## src/hw/rtl/ptt_pkg.sv

```systemverilog
// shared types and constants for the periodic timer table
`timescale 1ns / 1ps
`default_nettype none
package ptt_pkg;

	localparam int DEPTH_DEFAULT = 16;

	// operation codes carried on the input tuser
	typedef enum logic [2:0] {
		FN_TICK   = 3'd0,
		FN_ADD    = 3'd1,
		FN_CLEAR  = 3'd2,
		FN_PAUSE  = 3'd3,
		FN_RESUME = 3'd4,
		FN_CHANGE = 3'd5,
		FN_QUERY  = 3'd6
	} func_t;

	// result status codes
	localparam logic [1:0] ST_OK     = 2'd0;
	localparam logic [1:0] ST_NOID   = 2'd1;
	localparam logic [1:0] ST_PERIOD = 2'd2;
	localparam logic [1:0] ST_FULL   = 2'd3;

	// one timer entry as stored in the table memory
	typedef struct packed {
		logic [15:0] ident;
		logic [14:0] limit;
		logic [14:0] count;
		logic        paused;
	} entry_t;

	// one result item
	typedef struct packed {
		logic [1:0]  status;
		logic [15:0] new_id;
		logic        counter_zero;
		logic        fired_valid;
		logic [15:0] fired_id;
		logic        last;
	} result_t;

endpackage
`default_nettype wire

```

## src/hw/rtl/ptt_entry_ram.sv

```systemverilog
// timer entry memory, one write port and one registered read port
`timescale 1ns / 1ps
`default_nettype none
module ptt_entry_ram
	import ptt_pkg::*;
#(
	parameter int DEPTH = DEPTH_DEFAULT,
	parameter int IW    = (DEPTH > 1) ? $clog2(DEPTH) : 1
) (
	input  wire logic          clk,
	input  wire logic          wr_en,
	input  wire logic [IW-1:0] wr_addr,
	input  wire entry_t        wr_data,
	input  wire logic [IW-1:0] rd_addr,
	output entry_t             rd_data
);

	entry_t mem [DEPTH];

	// write port
	always_ff @(posedge clk) begin
		if (wr_en) begin
			mem[wr_addr] <= wr_data;
		end
	end

	// read port, registered
	always_ff @(posedge clk) begin
		rd_data <= mem[rd_addr];
	end

endmodule
`default_nettype wire

```

## src/hw/rtl/periodic_timer_table_core.sv

```systemverilog
// top level of the periodic timer table
//
// Up to DEPTH periodic timers live in one synchronous memory, compact in
// insertion order. One operation is processed at a time. Add, and an
// undefined operation, go straight to the emit state. A tick walks the used
// entries, each with a memory read, then update and write back. Each fired
// timer other than the last one is emitted as its own result, and the walk
// waits while the output side stalls a fired result. Clear, pause, resume,
// change and query scan for the ID with a read then a compare per entry;
// clear then shifts the later entries down through the same memory port.
// The memory needs no clearing after reset, as only entries below the used
// count are read.
`timescale 1ns / 1ps
`default_nettype none
module periodic_timer_table_core
	import ptt_pkg::*;
#(
	parameter int DEPTH = DEPTH_DEFAULT
) (
	input  wire logic        clk,
	input  wire logic        arst_n,
	input  wire logic        s_axis_tvalid,
	output logic             s_axis_tready,
	input  wire logic [31:0] s_axis_tdata,  // timer_id[15:0], period_ticks[31:16]
	input  wire logic [2:0]  s_axis_tuser,  // func[2:0]
	output logic             m_axis_tvalid,
	input  wire logic        m_axis_tready,
	output logic [39:0]      m_axis_tdata,  // status[1:0], new_id[17:2],
	                                        // counter_zero[18], fired_id[34:19], zeros
	output logic [0:0]       m_axis_tuser,  // fired_valid[0]
	output logic             m_axis_tlast
);

	localparam int IW = (DEPTH > 1) ? $clog2(DEPTH) : 1;
	localparam int CW = $clog2(DEPTH + 1);

	typedef enum logic [2:0] {
		S_IDLE,
		S_ADV,
		S_EV,
		S_SH_ADV,
		S_SH_EV,
		S_EMIT
	} state_t;

	state_t      state_q, ret_q;
	func_t       func_q;
	logic [15:0] id_q;
	logic [15:0] per_q;
	logic [CW-1:0] used_q, idx_q;
	logic [15:0] next_id_q;
	logic        pend_q;
	logic [15:0] pend_id_q;
	result_t     res_q, out_q;
	logic        out_valid_q;

	entry_t        rd_data;
	logic          wr_en;
	logic [IW-1:0] wr_addr;
	entry_t        wr_data;

	logic        accept, out_free, pbad_in, pbad_q, full, fire;
	func_t       func_in;
	logic [15:0] in_id, in_per;
	logic [CW-1:0] idx_inc, idx_dec;

	// single result with last set
	function automatic result_t done_result(input logic [1:0] st);
		result_t r;
		r = '0;
		r.status = st;
		r.last = 1'b1;
		return r;
	endfunction

	// result of a lookup operation that found its entry
	function automatic result_t found_result(input func_t fn, input logic bad,
			input logic zero);
		result_t r;
		r = '0;
		r.last = 1'b1;
		if (fn == FN_CHANGE && bad) begin
			r.status = ST_PERIOD;
		end
		if (fn == FN_QUERY) begin
			r.counter_zero = zero;
		end
		return r;
	endfunction

	assign func_in  = func_t'(s_axis_tuser);
	assign in_id    = s_axis_tdata[15:0];
	assign in_per   = s_axis_tdata[31:16];
	assign s_axis_tready = (state_q == S_IDLE);
	assign accept   = s_axis_tvalid && s_axis_tready;
	assign out_free = !out_valid_q || m_axis_tready;
	assign pbad_in  = (in_per == 16'd0) || in_per[15];
	assign pbad_q   = (per_q == 16'd0) || per_q[15];
	assign full     = (used_q == CW'(DEPTH));
	assign idx_inc  = idx_q + CW'(1);
	assign idx_dec  = idx_q - CW'(1);
	assign fire     = (rd_data.count == rd_data.limit);

	// output port packing
	assign m_axis_tvalid = out_valid_q;
	assign m_axis_tdata  = {5'd0, out_q.fired_id, out_q.counter_zero,
	                        out_q.new_id, out_q.status};
	assign m_axis_tuser  = out_q.fired_valid;
	assign m_axis_tlast  = out_q.last;

	ptt_entry_ram #(
		.DEPTH (DEPTH),
		.IW    (IW)
	) u_ram (
		.clk     (clk),
		.wr_en   (wr_en),
		.wr_addr (wr_addr),
		.wr_data (wr_data),
		.rd_addr (idx_q[IW-1:0]),
		.rd_data (rd_data)
	);

	// memory write selection
	always_comb begin
		wr_en   = 1'b0;
		wr_addr = idx_q[IW-1:0];
		wr_data = rd_data;
		unique case (state_q)
			S_IDLE: begin
				wr_addr = used_q[IW-1:0];
				wr_data = '{ident: next_id_q, limit: in_per[14:0], count: '0, paused: 1'b0};
				wr_en   = accept && (func_in == FN_ADD) && !pbad_in && !full;
			end
			S_EV: begin
				if (func_q == FN_TICK) begin
					wr_en         = !rd_data.paused;
					wr_data.count = (fire ? 15'd0 : rd_data.count) + 15'd1;
				end else if (rd_data.ident == id_q) begin
					if (func_q == FN_PAUSE || func_q == FN_RESUME) begin
						wr_en          = 1'b1;
						wr_data.paused = (func_q == FN_PAUSE);
					end else if (func_q == FN_CHANGE && !pbad_q) begin
						wr_en         = 1'b1;
						wr_data.limit = per_q[14:0];
						wr_data.count = '0;
					end
				end
			end
			S_SH_EV: begin
				wr_en   = 1'b1;
				wr_addr = idx_dec[IW-1:0];
			end
			default: begin
			end
		endcase
	end

	// sequencer, table counters and result registers
	always_ff @(posedge clk or negedge arst_n) begin
		if (!arst_n) begin
			state_q     <= S_IDLE;
			ret_q       <= S_IDLE;
			func_q      <= FN_TICK;
			id_q        <= '0;
			per_q       <= '0;
			used_q      <= '0;
			idx_q       <= '0;
			next_id_q   <= 16'd1;
			pend_q      <= 1'b0;
			pend_id_q   <= '0;
			res_q       <= '0;
			out_q       <= '0;
			out_valid_q <= 1'b0;
		end else begin
			// output register loads from the emit state, drains on a transaction
			if (state_q == S_EMIT && out_free) begin
				out_q       <= res_q;
				out_valid_q <= 1'b1;
			end else if (m_axis_tready) begin
				out_valid_q <= 1'b0;
			end
			unique case (state_q)
				S_IDLE: begin
					if (accept) begin
						func_q <= func_in;
						id_q   <= in_id;
						per_q  <= in_per;
						idx_q  <= '0;
						pend_q <= 1'b0;
						ret_q  <= S_IDLE;
						unique case (func_in)
							FN_TICK, FN_CLEAR, FN_PAUSE, FN_RESUME, FN_CHANGE,
							FN_QUERY: begin
								state_q <= S_ADV;
							end
							FN_ADD: begin
								state_q <= S_EMIT;
								if (pbad_in) begin
									res_q <= done_result(ST_PERIOD);
								end else if (full) begin
									res_q <= done_result(ST_FULL);
								end else begin
									res_q <= '{status: ST_OK, new_id: next_id_q,
									          counter_zero: 1'b0, fired_valid: 1'b0,
									          fired_id: 16'd0, last: 1'b1};
									used_q    <= used_q + CW'(1);
									next_id_q <= next_id_q + 16'd1;
								end
							end
							default: begin
								state_q <= S_EMIT;
								res_q   <= done_result(ST_OK);
							end
						endcase
					end
				end
				S_ADV: begin
					// end of the walk, or read issued for idx_q
					if (idx_q == used_q) begin
						ret_q   <= S_IDLE;
						state_q <= S_EMIT;
						if (func_q == FN_TICK) begin
							res_q <= '{status: ST_OK, new_id: 16'd0, counter_zero: 1'b0,
							          fired_valid: pend_q,
							          fired_id: pend_q ? pend_id_q : 16'd0, last: 1'b1};
						end else begin
							res_q <= done_result(ST_NOID);
						end
					end else begin
						state_q <= S_EV;
					end
				end
				S_EV: begin
					if (func_q == FN_TICK) begin
						idx_q <= idx_inc;
						if (!rd_data.paused && fire) begin
							pend_q    <= 1'b1;
							pend_id_q <= rd_data.ident;
						end
						// an earlier fired timer is not the last one
						if (!rd_data.paused && fire && pend_q) begin
							res_q   <= '{status: ST_OK, new_id: 16'd0, counter_zero: 1'b0,
							            fired_valid: 1'b1, fired_id: pend_id_q, last: 1'b0};
							ret_q   <= S_ADV;
							state_q <= S_EMIT;
						end else begin
							state_q <= S_ADV;
						end
					end else if (rd_data.ident == id_q) begin
						ret_q <= S_IDLE;
						if (func_q == FN_CLEAR) begin
							res_q   <= done_result(ST_OK);
							idx_q   <= idx_inc;
							state_q <= S_SH_ADV;
						end else begin
							res_q   <= found_result(func_q, pbad_q, rd_data.count == 15'd0);
							state_q <= S_EMIT;
						end
					end else begin
						idx_q   <= idx_inc;
						state_q <= S_ADV;
					end
				end
				S_SH_ADV: begin
					// shift later entries down one place
					if (idx_q == used_q) begin
						used_q  <= used_q - CW'(1);
						state_q <= S_EMIT;
					end else begin
						state_q <= S_SH_EV;
					end
				end
				S_SH_EV: begin
					idx_q   <= idx_inc;
					state_q <= S_SH_ADV;
				end
				S_EMIT: begin
					if (out_free) begin
						state_q <= ret_q;
					end
				end
				default: begin
					state_q <= S_IDLE;
				end
			endcase
		end
	end

endmodule
`default_nettype wire

```

## config.mk

```make
export PLATFORM = sky130hd
export DESIGN_NAME = periodic_timer_table_core
export DESIGN_NICKNAME = d
export VERILOG_FILES = /design/src/hw/rtl/ptt_pkg.sv /design/src/hw/rtl/ptt_entry_ram.sv /design/src/hw/rtl/periodic_timer_table_core.sv
export SDC_FILE = /design/constraint.sdc
export NUM_CORES = 1
export LEC_CHECK = 0
export ABC_AREA = 0
export BUFFER_PORTS_ARGS = -buffer_cell sky130_fd_sc_hd__buf_2
export CAP_MARGIN = 20
export CORE_ASPECT_RATIO = 0.5
export CORE_MARGIN = 2
export CORE_UTILIZATION = 35
export CTS_CLUSTER_SIZE = 40
export DETAILED_ROUTE_END_ITERATION = 12
export GPL_ROUTABILITY_DRIVEN = 0
export RECOVER_POWER = 100
export SLEW_MARGIN = 20
export SYNTH_ARGS = -nofsm -noshare
export SYNTH_HDL_FRONTEND = slang
export SYNTH_HIERARCHICAL = 1
export SYNTH_SLANG_ARGS = --single-unit
```

## constraint.sdc

```tcl
create_clock -name clk -period 7.2 [get_ports clk]
set_input_delay 0 -clock clk [delete_from_list [all_inputs] [get_ports clk]]
set_output_delay 0 -clock clk [all_outputs]
set_load 0.01 [all_outputs]
```

==> results.md, run 1 <==
- Num CTS Buffers: between 80 and 90
- Failing checks: max-capacitance violations, max-slew violations
- Antenna violations before repair: 0
- Layout Skew: 0.02589 ns
- Pre-antenna DRT Iters: 5
- Final Max Slew Viols: ~500
- Die width: 467.4 um
- Latest clock arrival within the worst-skew pair: 0.67 ns
- Die height: 235.7 um
- Critical Path Slowest Stage Cell: dfrtp_1
- Setup TNS: 0 ns
- Worst VDD drop: approximately 0.19 mV
- DR WL/cell: 25.02 um
- Final wirelength: between 90,000 and 100,000 um
- Number of I/O port buffers: 77
- Iteration-0 DRC count of the detailed router: 2,139
- Kind of cell adding the most delay to the critical path: flip-flops
- Synth top area cells: edfxtp_1 60%, mux4_2 11%, dfrtp_1 10%
- Synth top area share: 60.10%
- Main synth FF type: edfxtp_1
- DP HPWL: a little under 60,000 um
- Largest family of logic cells by synthesized area: multiplexers
- # rows: 84
- FFs w/ async S/R, synth: 16.42%
- Worst slew pin tran: 3.990 ns
- Status: finished with violations
- CTS Hold Bufs: 40
- Deepest clock path buffer count: 3
- Simple-Gate Fraction of Synth Area: 5.085%
- Gates resized, CTS repair: 0
- Grt ovf: 0
- Hold slack: 0.09941 ns
- Synth Register Bits: 956
- Critical Path AT: 5.81 ns
- Ratio of cells with drive above 1 in the final layout: 20.34%
- Gr usage total: 17.15%
- CP cell instances: inv_1 > ha_1 > nand3_1 > o21ai_0 > a21oi_1 > nand3_1 > nor3_1 > clkbuf_1
- Root Buffer: clkbuf_16
- Cell variety after synth: 62
- Setup WS post-layout: 1.623 ns
- Sequential-to-total area share from yosys stat: 73.06%
- N_diodes: 0
- Power Dens Cells: 410.1 nW/um2
- Mux contribution to synthesized area: 13.00%
- Fillers: 9,501
- Overall power: between 15 and 20 mW
- Count leader, synth: edfxtp_1
- Top cell type by total area after synthesis: edfxtp_1
- Mapped Cells: 2,127
- Critical Setup Path Class: flip-flop to flip-flop
- Leak Pwr: 14.55 nW
- CP bufs+invs: 2
- Clk pin slew, worst setup/hold paths: 0.07 ns
- Hold Path Class: input port to flip-flop
- Avg Cell Area, Syn: between 15 and 20 um2
- Post-synth EDFFs: between 700 and 800
- Crit path top cell by count: nand3_1
- IO Count: 83
- Slew margin rel.: -166.0%
- Netlist Area Pre-Place: 37,580 um2
- Vias in the first global route: 20,380
- Worst Setup Start Kind: flip-flop
- Via count: 20,260
- Die area: 110,200 um2
- Remaining DRCs: 0
- Largest net degree at the start of global routing: between 70 and 80
- Compound-Gate Fraction of Synth Area: 5.218%
- Fin crit period: 5.577 ns
- Core area: 105,700 um2
- YS warnings: 6
- Max Clock Freq: 179.3 MHz
- Initial Util: 35.54%
- Final setup fails: 0
- Vias per cell: 5.382
- CTS Sinks: ~960
- Slowest stage delay, CP: between 1.5 and 2 ns
- Final net count: about 2,300
- Post-synth top cells: 752 x edfxtp_1, 255 x nand2_1, 188 x mux4_2
- RSZ-0062 raised after global routing: no
- Place WS: 2.491 ns
- Final hold vios: 0
- H-tree depth: 3
- WP data required: approximately 7.4 ns
- Synth-to-Final Area Change: 14.14%
- Fin crit share: 77.46%
- First-pass GRT wire length: 139,800 um
- Xor and xnor area share after synthesis: 1.372%
- Antenna Nets Post-Route: 0
- Critical Path End Type: flip-flop
- CTS tree: built
- Setup bufs post-CTS: 0
- Max-cap violation count: 15
- Post-Synth Adder-Cell Area: less than 1%
- Crit path max fanout: 36
## routing by layer
metal | part of all wire [%] | vias up | global-route usage [%]
li1 | - | 8665 | -
met1 | 45 | 10760 | 25.19
met2 | 46 | 719 | 26.24
met3 | 6.9 | 109 | 3.212
met4 | 1.9 | 0 | 4.350
met5 | 0 | - | 0
## cell usage in the layout, fill, tap and decap left out, types with 6 or more instances in the layout
cell	n
clkinv_2	15
nand2_1	255
nand4_1	8
nor4_1	15
edfxtp_1	752
dfxtp_1	47
ha_1	7
o22ai_1	8
dlygate4sd3_1	40
nor3_1	16
o21ai_0	70
nor2_4	13
mux4_2	188
mux2_2	57
a21oi_1	25
or3_1	6
dfrtp_1	155
a32oi_1	17
clkinv_1	9
clkbuf_16	89
buf_4	29
xor2_1	29
nand2b_1	9
buf_2	37
bufinv_16	11
and3_1	12
clkbuf_8	12
nand3_1	18
a22o_1	22
and2_1	15
clkbuf_1	88
a22oi_1	111
nor2_1	30
inv_1	19
inv_6	6
xnor2_1	29
## sequential cells by signal, summed over array words and instances (netlist names), 3 cells and up
name and cells:
used_q 5, func_q 3, idx_q 5, state_q 3
per_q 16, pend_id_q 16, u_ram/rd_data 47, id_q 16
res_q 37, m_axis_tdata 35, u_ram/mem 752, next_id_q 16
## worst paths after layout
check                                      startpoint                          end  slack (ns)  depth (start not counted)
worst max register to register   idx_q[0]$_DFFE_PN0P_  u_ram/mem[12][12]$_DFFE_PP_        1.62                          8
min in group asynchronous                      arst_n         per_q[1]$_DFFE_PN0P_        0.45                          3
max in group asynchronous                      arst_n        res_q[32]$_DFFE_PN0P_        2.39                          4
worst min register to register  res_q[17]$_DFFE_PN0P_        res_q[17]$_DFFE_PN0P_        0.49                          1
worst min-delay path                  s_axis_tdata[4]          id_q[4]$_DFFE_PN0P_         0.1                          4
worst max-delay path             idx_q[0]$_DFFE_PN0P_  u_ram/mem[12][12]$_DFFE_PP_        1.62                          8
## through the flow
stage / instances / util, % / area, um2
2_1_floorplan: 2131 / - / 37590
3_3_place_gp: 3561 / 37.57 / 39720
3_5_place_dp: 3562 / 37.59 / 39740
4_1_cts: 3764 / 40.78 / 43110
5_1_grt: 3764 / 40.57 / 42890
6_report: 3764 / 40.57 / 42890
## worst register-to-register path: cells and delay by family (launching register included)
family | cells | cell delay (ns)
AOI/OAI and AO/OA | 2 | 0.40
adders and majority gates | 1 | 0.32
buffers and inverters | 2 | 1.82
DFF | 1 | 1.83
and+or+nand+nor | 3 | 0.72
## power by group
part	leakage (nW)	switching (mW)	internal, mW
sequential	9.30	0.596	7.57
combinational	3.79	2.96	1.64
clock	1.46	2.03	2.80
total	14.6	5.59	12.0
## logic make-up after synthesis
family | Yosys count
and+or+nand+nor | 425
adders and majority gates | 8
muxes | 246
xor gates and xnor gates | 58
AOI/OAI and AO/OA | 285
buffers and inverters | 148
other | 1
DFF | 956
## cell type report
| type | instances | area, um2 | area share, % |
|---|---|---|---|
| Clock buffer | 118 | 2456 | 5.726 |
| Clock inverter | 44 | 515.5 | 1.202 |
| Inverter | 19 | 71.32 | 0.1663 |
| Multi-Input combinational cell | 1027 | 9505 | 22.16 |
| Sequential cell | 956 | 27460 | 64.01 |
| Tap cell | 1419 | 1775 | 4.139 |
| Timing Repair Buffer | 181 | 1111 | 2.590 |
Note: power is estimated with default switching activity, not from simulation.
==> run 2: changes to the inputs <==
==> constraint.sdc (replaced) <==
create_clock -name clk -period 4.7 [get_ports clk]
set_input_delay 0 -clock clk [delete_from_list [all_inputs] [get_ports clk]]
set_output_delay 0 -clock clk [all_outputs]
set_load 0.01 [all_outputs]
==> run 2 against run 1 <==
The flow still finishes with violations (max-capacitance violations, max-slew violations). Via count decreased by 0.37%. Clock power increased by 53%. Non-clock buffer count increased by 35. First-iteration DRC count increased by 2.8%. Largest power group unchanged.
==> results.md, run 2 (synthesis gave the netlist of run 1 again) <==
- Regs by FF count: u_ram/mem (752), u_ram/rd_data (47), res_q (37)
- # rows: 84 (unchanged)
- Slew margin rel.: -113.6% (+52 points)
- Final setup fails: 0 (unchanged)
- Clock share of power: 27.4% (about the same)
- Number of I/O port buffers: 77 (unchanged)
- Hold slack: 0.1276 ns (+0.02822 ns)
- Overall power: 27.05 mW (+54%)
- Num CTS Buffers: 89 (+1.1%)
- Power Dens Cells: 624.8 nW/um2 (+52%)
- Worst Setup Start Kind: flip-flop
- Most common cell after layout, fill and taps aside: edfxtp_1
- Final Max Slew Viols: 275 (-44%)
- Die area: 110,200 um2 (unchanged)
- Root Buffer: clkbuf_16
- Final wirelength: 92,270 um (-2.0%)
- Deepest clock path buffer count: 3 (unchanged)
- Comb pwr share: 27.0% (+0.9 points)
- CTS Sinks: 956 (unchanged)
- Antenna violations before repair: 3 (+3)
- Leak Pwr: 14.74 nW (+1.3%)
- Die height: 235.7 um (unchanged)
- Vias per cell: 5.304 (-1.4%)
- Hold Path Class: input port to flip-flop
- Initial Util: 35.54% (unchanged)
- Gr usage total: 16.78% (-0.36 points)
- Layout Skew: 0.02728 ns (+0.001394 ns)
- Largest register FFs: 752 (unchanged)
- Sequential Power Share: 45.6% (-0.8 points)
- Failing checks: max-capacitance violations, max-slew violations
- Ratio of cells with drive above 1 in the final layout: 20.96% (+0.61 points)
- Switching portion of total power: 31.55% (-0.21 points)
- Power Internal: 18.51 mW (+54%)
- Setup TNS: 0 ns (unchanged)
- Final hold vios: 0 (unchanged)
- Iteration-0 DRC count of the detailed router: 2,198 (+2.8%)
- Setup bufs post-CTS: 0 (unchanged)
- Largest net degree at the start of global routing: 140 (+84%)
- Critical Path AT: 4.52 ns (-1.29 ns)
- Psw: 8.533 mW (+53%)
- Clk pin slew, worst setup/hold paths: 0.06 ns (about the same)
- Status: finished with violations
- Antenna Nets Post-Route: 0 (unchanged)
- Most frequent cells in the layout: 752 x edfxtp_1, 255 x nand2_1, 188 x mux4_2
- Remaining DRCs: 0 (unchanged)
- Fin crit share: 90.54% (+13 points)
- CTS tree: built
- Final net count: 2,356 (+1.6%)
- Grt ovf: 0 (unchanged)
- N_diodes: 0 (unchanged)
- IO Count: 83 (unchanged)
- Max-cap violation count: 7 (-8)
- First-pass GRT wire length: 137,800 um (-1.4%)
- Critical Setup Path Class: flip-flop to flip-flop
- Most flop-heavy register: u_ram/mem
- Worst slew pin tran: 3.204 ns (-0.7862 ns)
- Fin crit period: 4.255 ns (-1.322 ns)
- DR WL/cell: 24.25 um (-3.1%)
- Worst VDD drop: 0.3837 mV (+100%)
- Core area: 105,700 um2 (unchanged)
- Via count: 20,180 (-0.37%)
- Synth-to-Final Area Change: 15.19%
- RSZ-0062 raised after global routing: no
- Max Clock Freq: 235.0 MHz (+31%)
- H-tree depth: 3 (unchanged)
- Crit path max fanout: 47 (+31%)
- Pre-antenna DRT Iters: 6 (+1)
- WP data required: 4.97 ns (-2.46 ns)
- Critical Path End Type: flip-flop
- Vias in the first global route: 20,340 (-0.20%)
- DP HPWL: 55,670 um (-3.7%)
- Latest clock arrival within the worst-skew pair: 0.66 ns (about the same)
- Die width: 467.4 um (unchanged)
- Fillers: 9,436 (-0.68%)
[run 2: final cells by class]
type / instances / area [um2] / share of cell area, %
Clock inverter: 50 / 565.5 / 1.307
Inverter: 19 / 71.32 / 0.1648
Multi-Input combinational cell: 1027 / 9517 / 21.99
Clock buffer: 118 / 2459 / 5.680
Sequential cell: 956 / 27460 / 63.44
Tap cell: 1419 / 1775 / 4.102
Timing Repair Buffer: 216 / 1436 / 3.319
[run 2: stage by stage]
| step | setup WS (ns) | cells | util (%) | area [um2] |
|---|---|---|---|---|
| floorplan | 0.01235 | 2131 | - | 37610 |
| global placement | 0.8336 | 3576 | 37.78 | 39950 |
| detailed placement | 0.8031 | 3576 | 37.78 | 39950 |
| CTS | 0.8053 | 3804 | 41.23 | 43590 |
| global route | 0.3507 | 3805 | 40.94 | 43280 |
| finish | 0.4447 | 3805 | 40.94 | 43280 |
[run 2: metal layers]
metal | GRT usage [%] | wire length, um | vias to the layer above
met1 | 24.25 | 41220 | 10590
met2 | 25.22 | 41750 | 703
li1 | - | - | 8751
met4 | 5.171 | 2564 | 2
met3 | 3.805 | 6722 | 131
met5 | 0 | 11 | -
[run 2: power groups by stage]
stage                     logic, mW  registers, mW  clock network, mW
final                          7.29           12.3               7.41
after CTS                      7.48           12.3               7.56
after global placement         7.18           12.5                  0
after detailed placement       7.28           12.5                  0
after floorplan                5.08           12.1                  0
after global routing           7.96           12.4               7.90
[run 2: worst paths after layout]
kind / from / to / slack, ns / cells past startpoint
max: id_q[4]$_DFFE_PN0P_ / u_ram/mem[12][8]$_DFFE_PP_ / 0.44 / 10
min: s_axis_tdata[31] / per_q[15]$_DFFE_PN0P_ / 0.13 / 4
max reg2reg: id_q[4]$_DFFE_PN0P_ / u_ram/mem[12][8]$_DFFE_PP_ / 0.44 / 10
min reg2reg: res_q[17]$_DFFE_PN0P_ / res_q[17]$_DFFE_PN0P_ / 0.48 / 1
max in group asynchronous: arst_n / res_q[26]$_DFFE_PN0P_ / 0.78 / 4
min in group asynchronous: arst_n / id_q[7]$_DFFE_PN0P_ / 1.48 / 4
[run 2: repair_timing]
action / 4_1_cts / 5_1_grt
hold buffers: 60 / 0
endpoints found under the hold margin: 96 / 0
gates resized for setup: 0 / 0
[run 2: critical path: stages, from the launching register on]
cell	delay, ns
dfrtp_1	0.38
xor2_1	0.16
nor4_1	0.51
nand4_1	0.30
clkbuf_1	0.35
a211o_1	0.35
o21ai_0	0.09
a211o_1	0.27
nand3_1	0.37
nor3_4	0.23
clkbuf_4	0.83
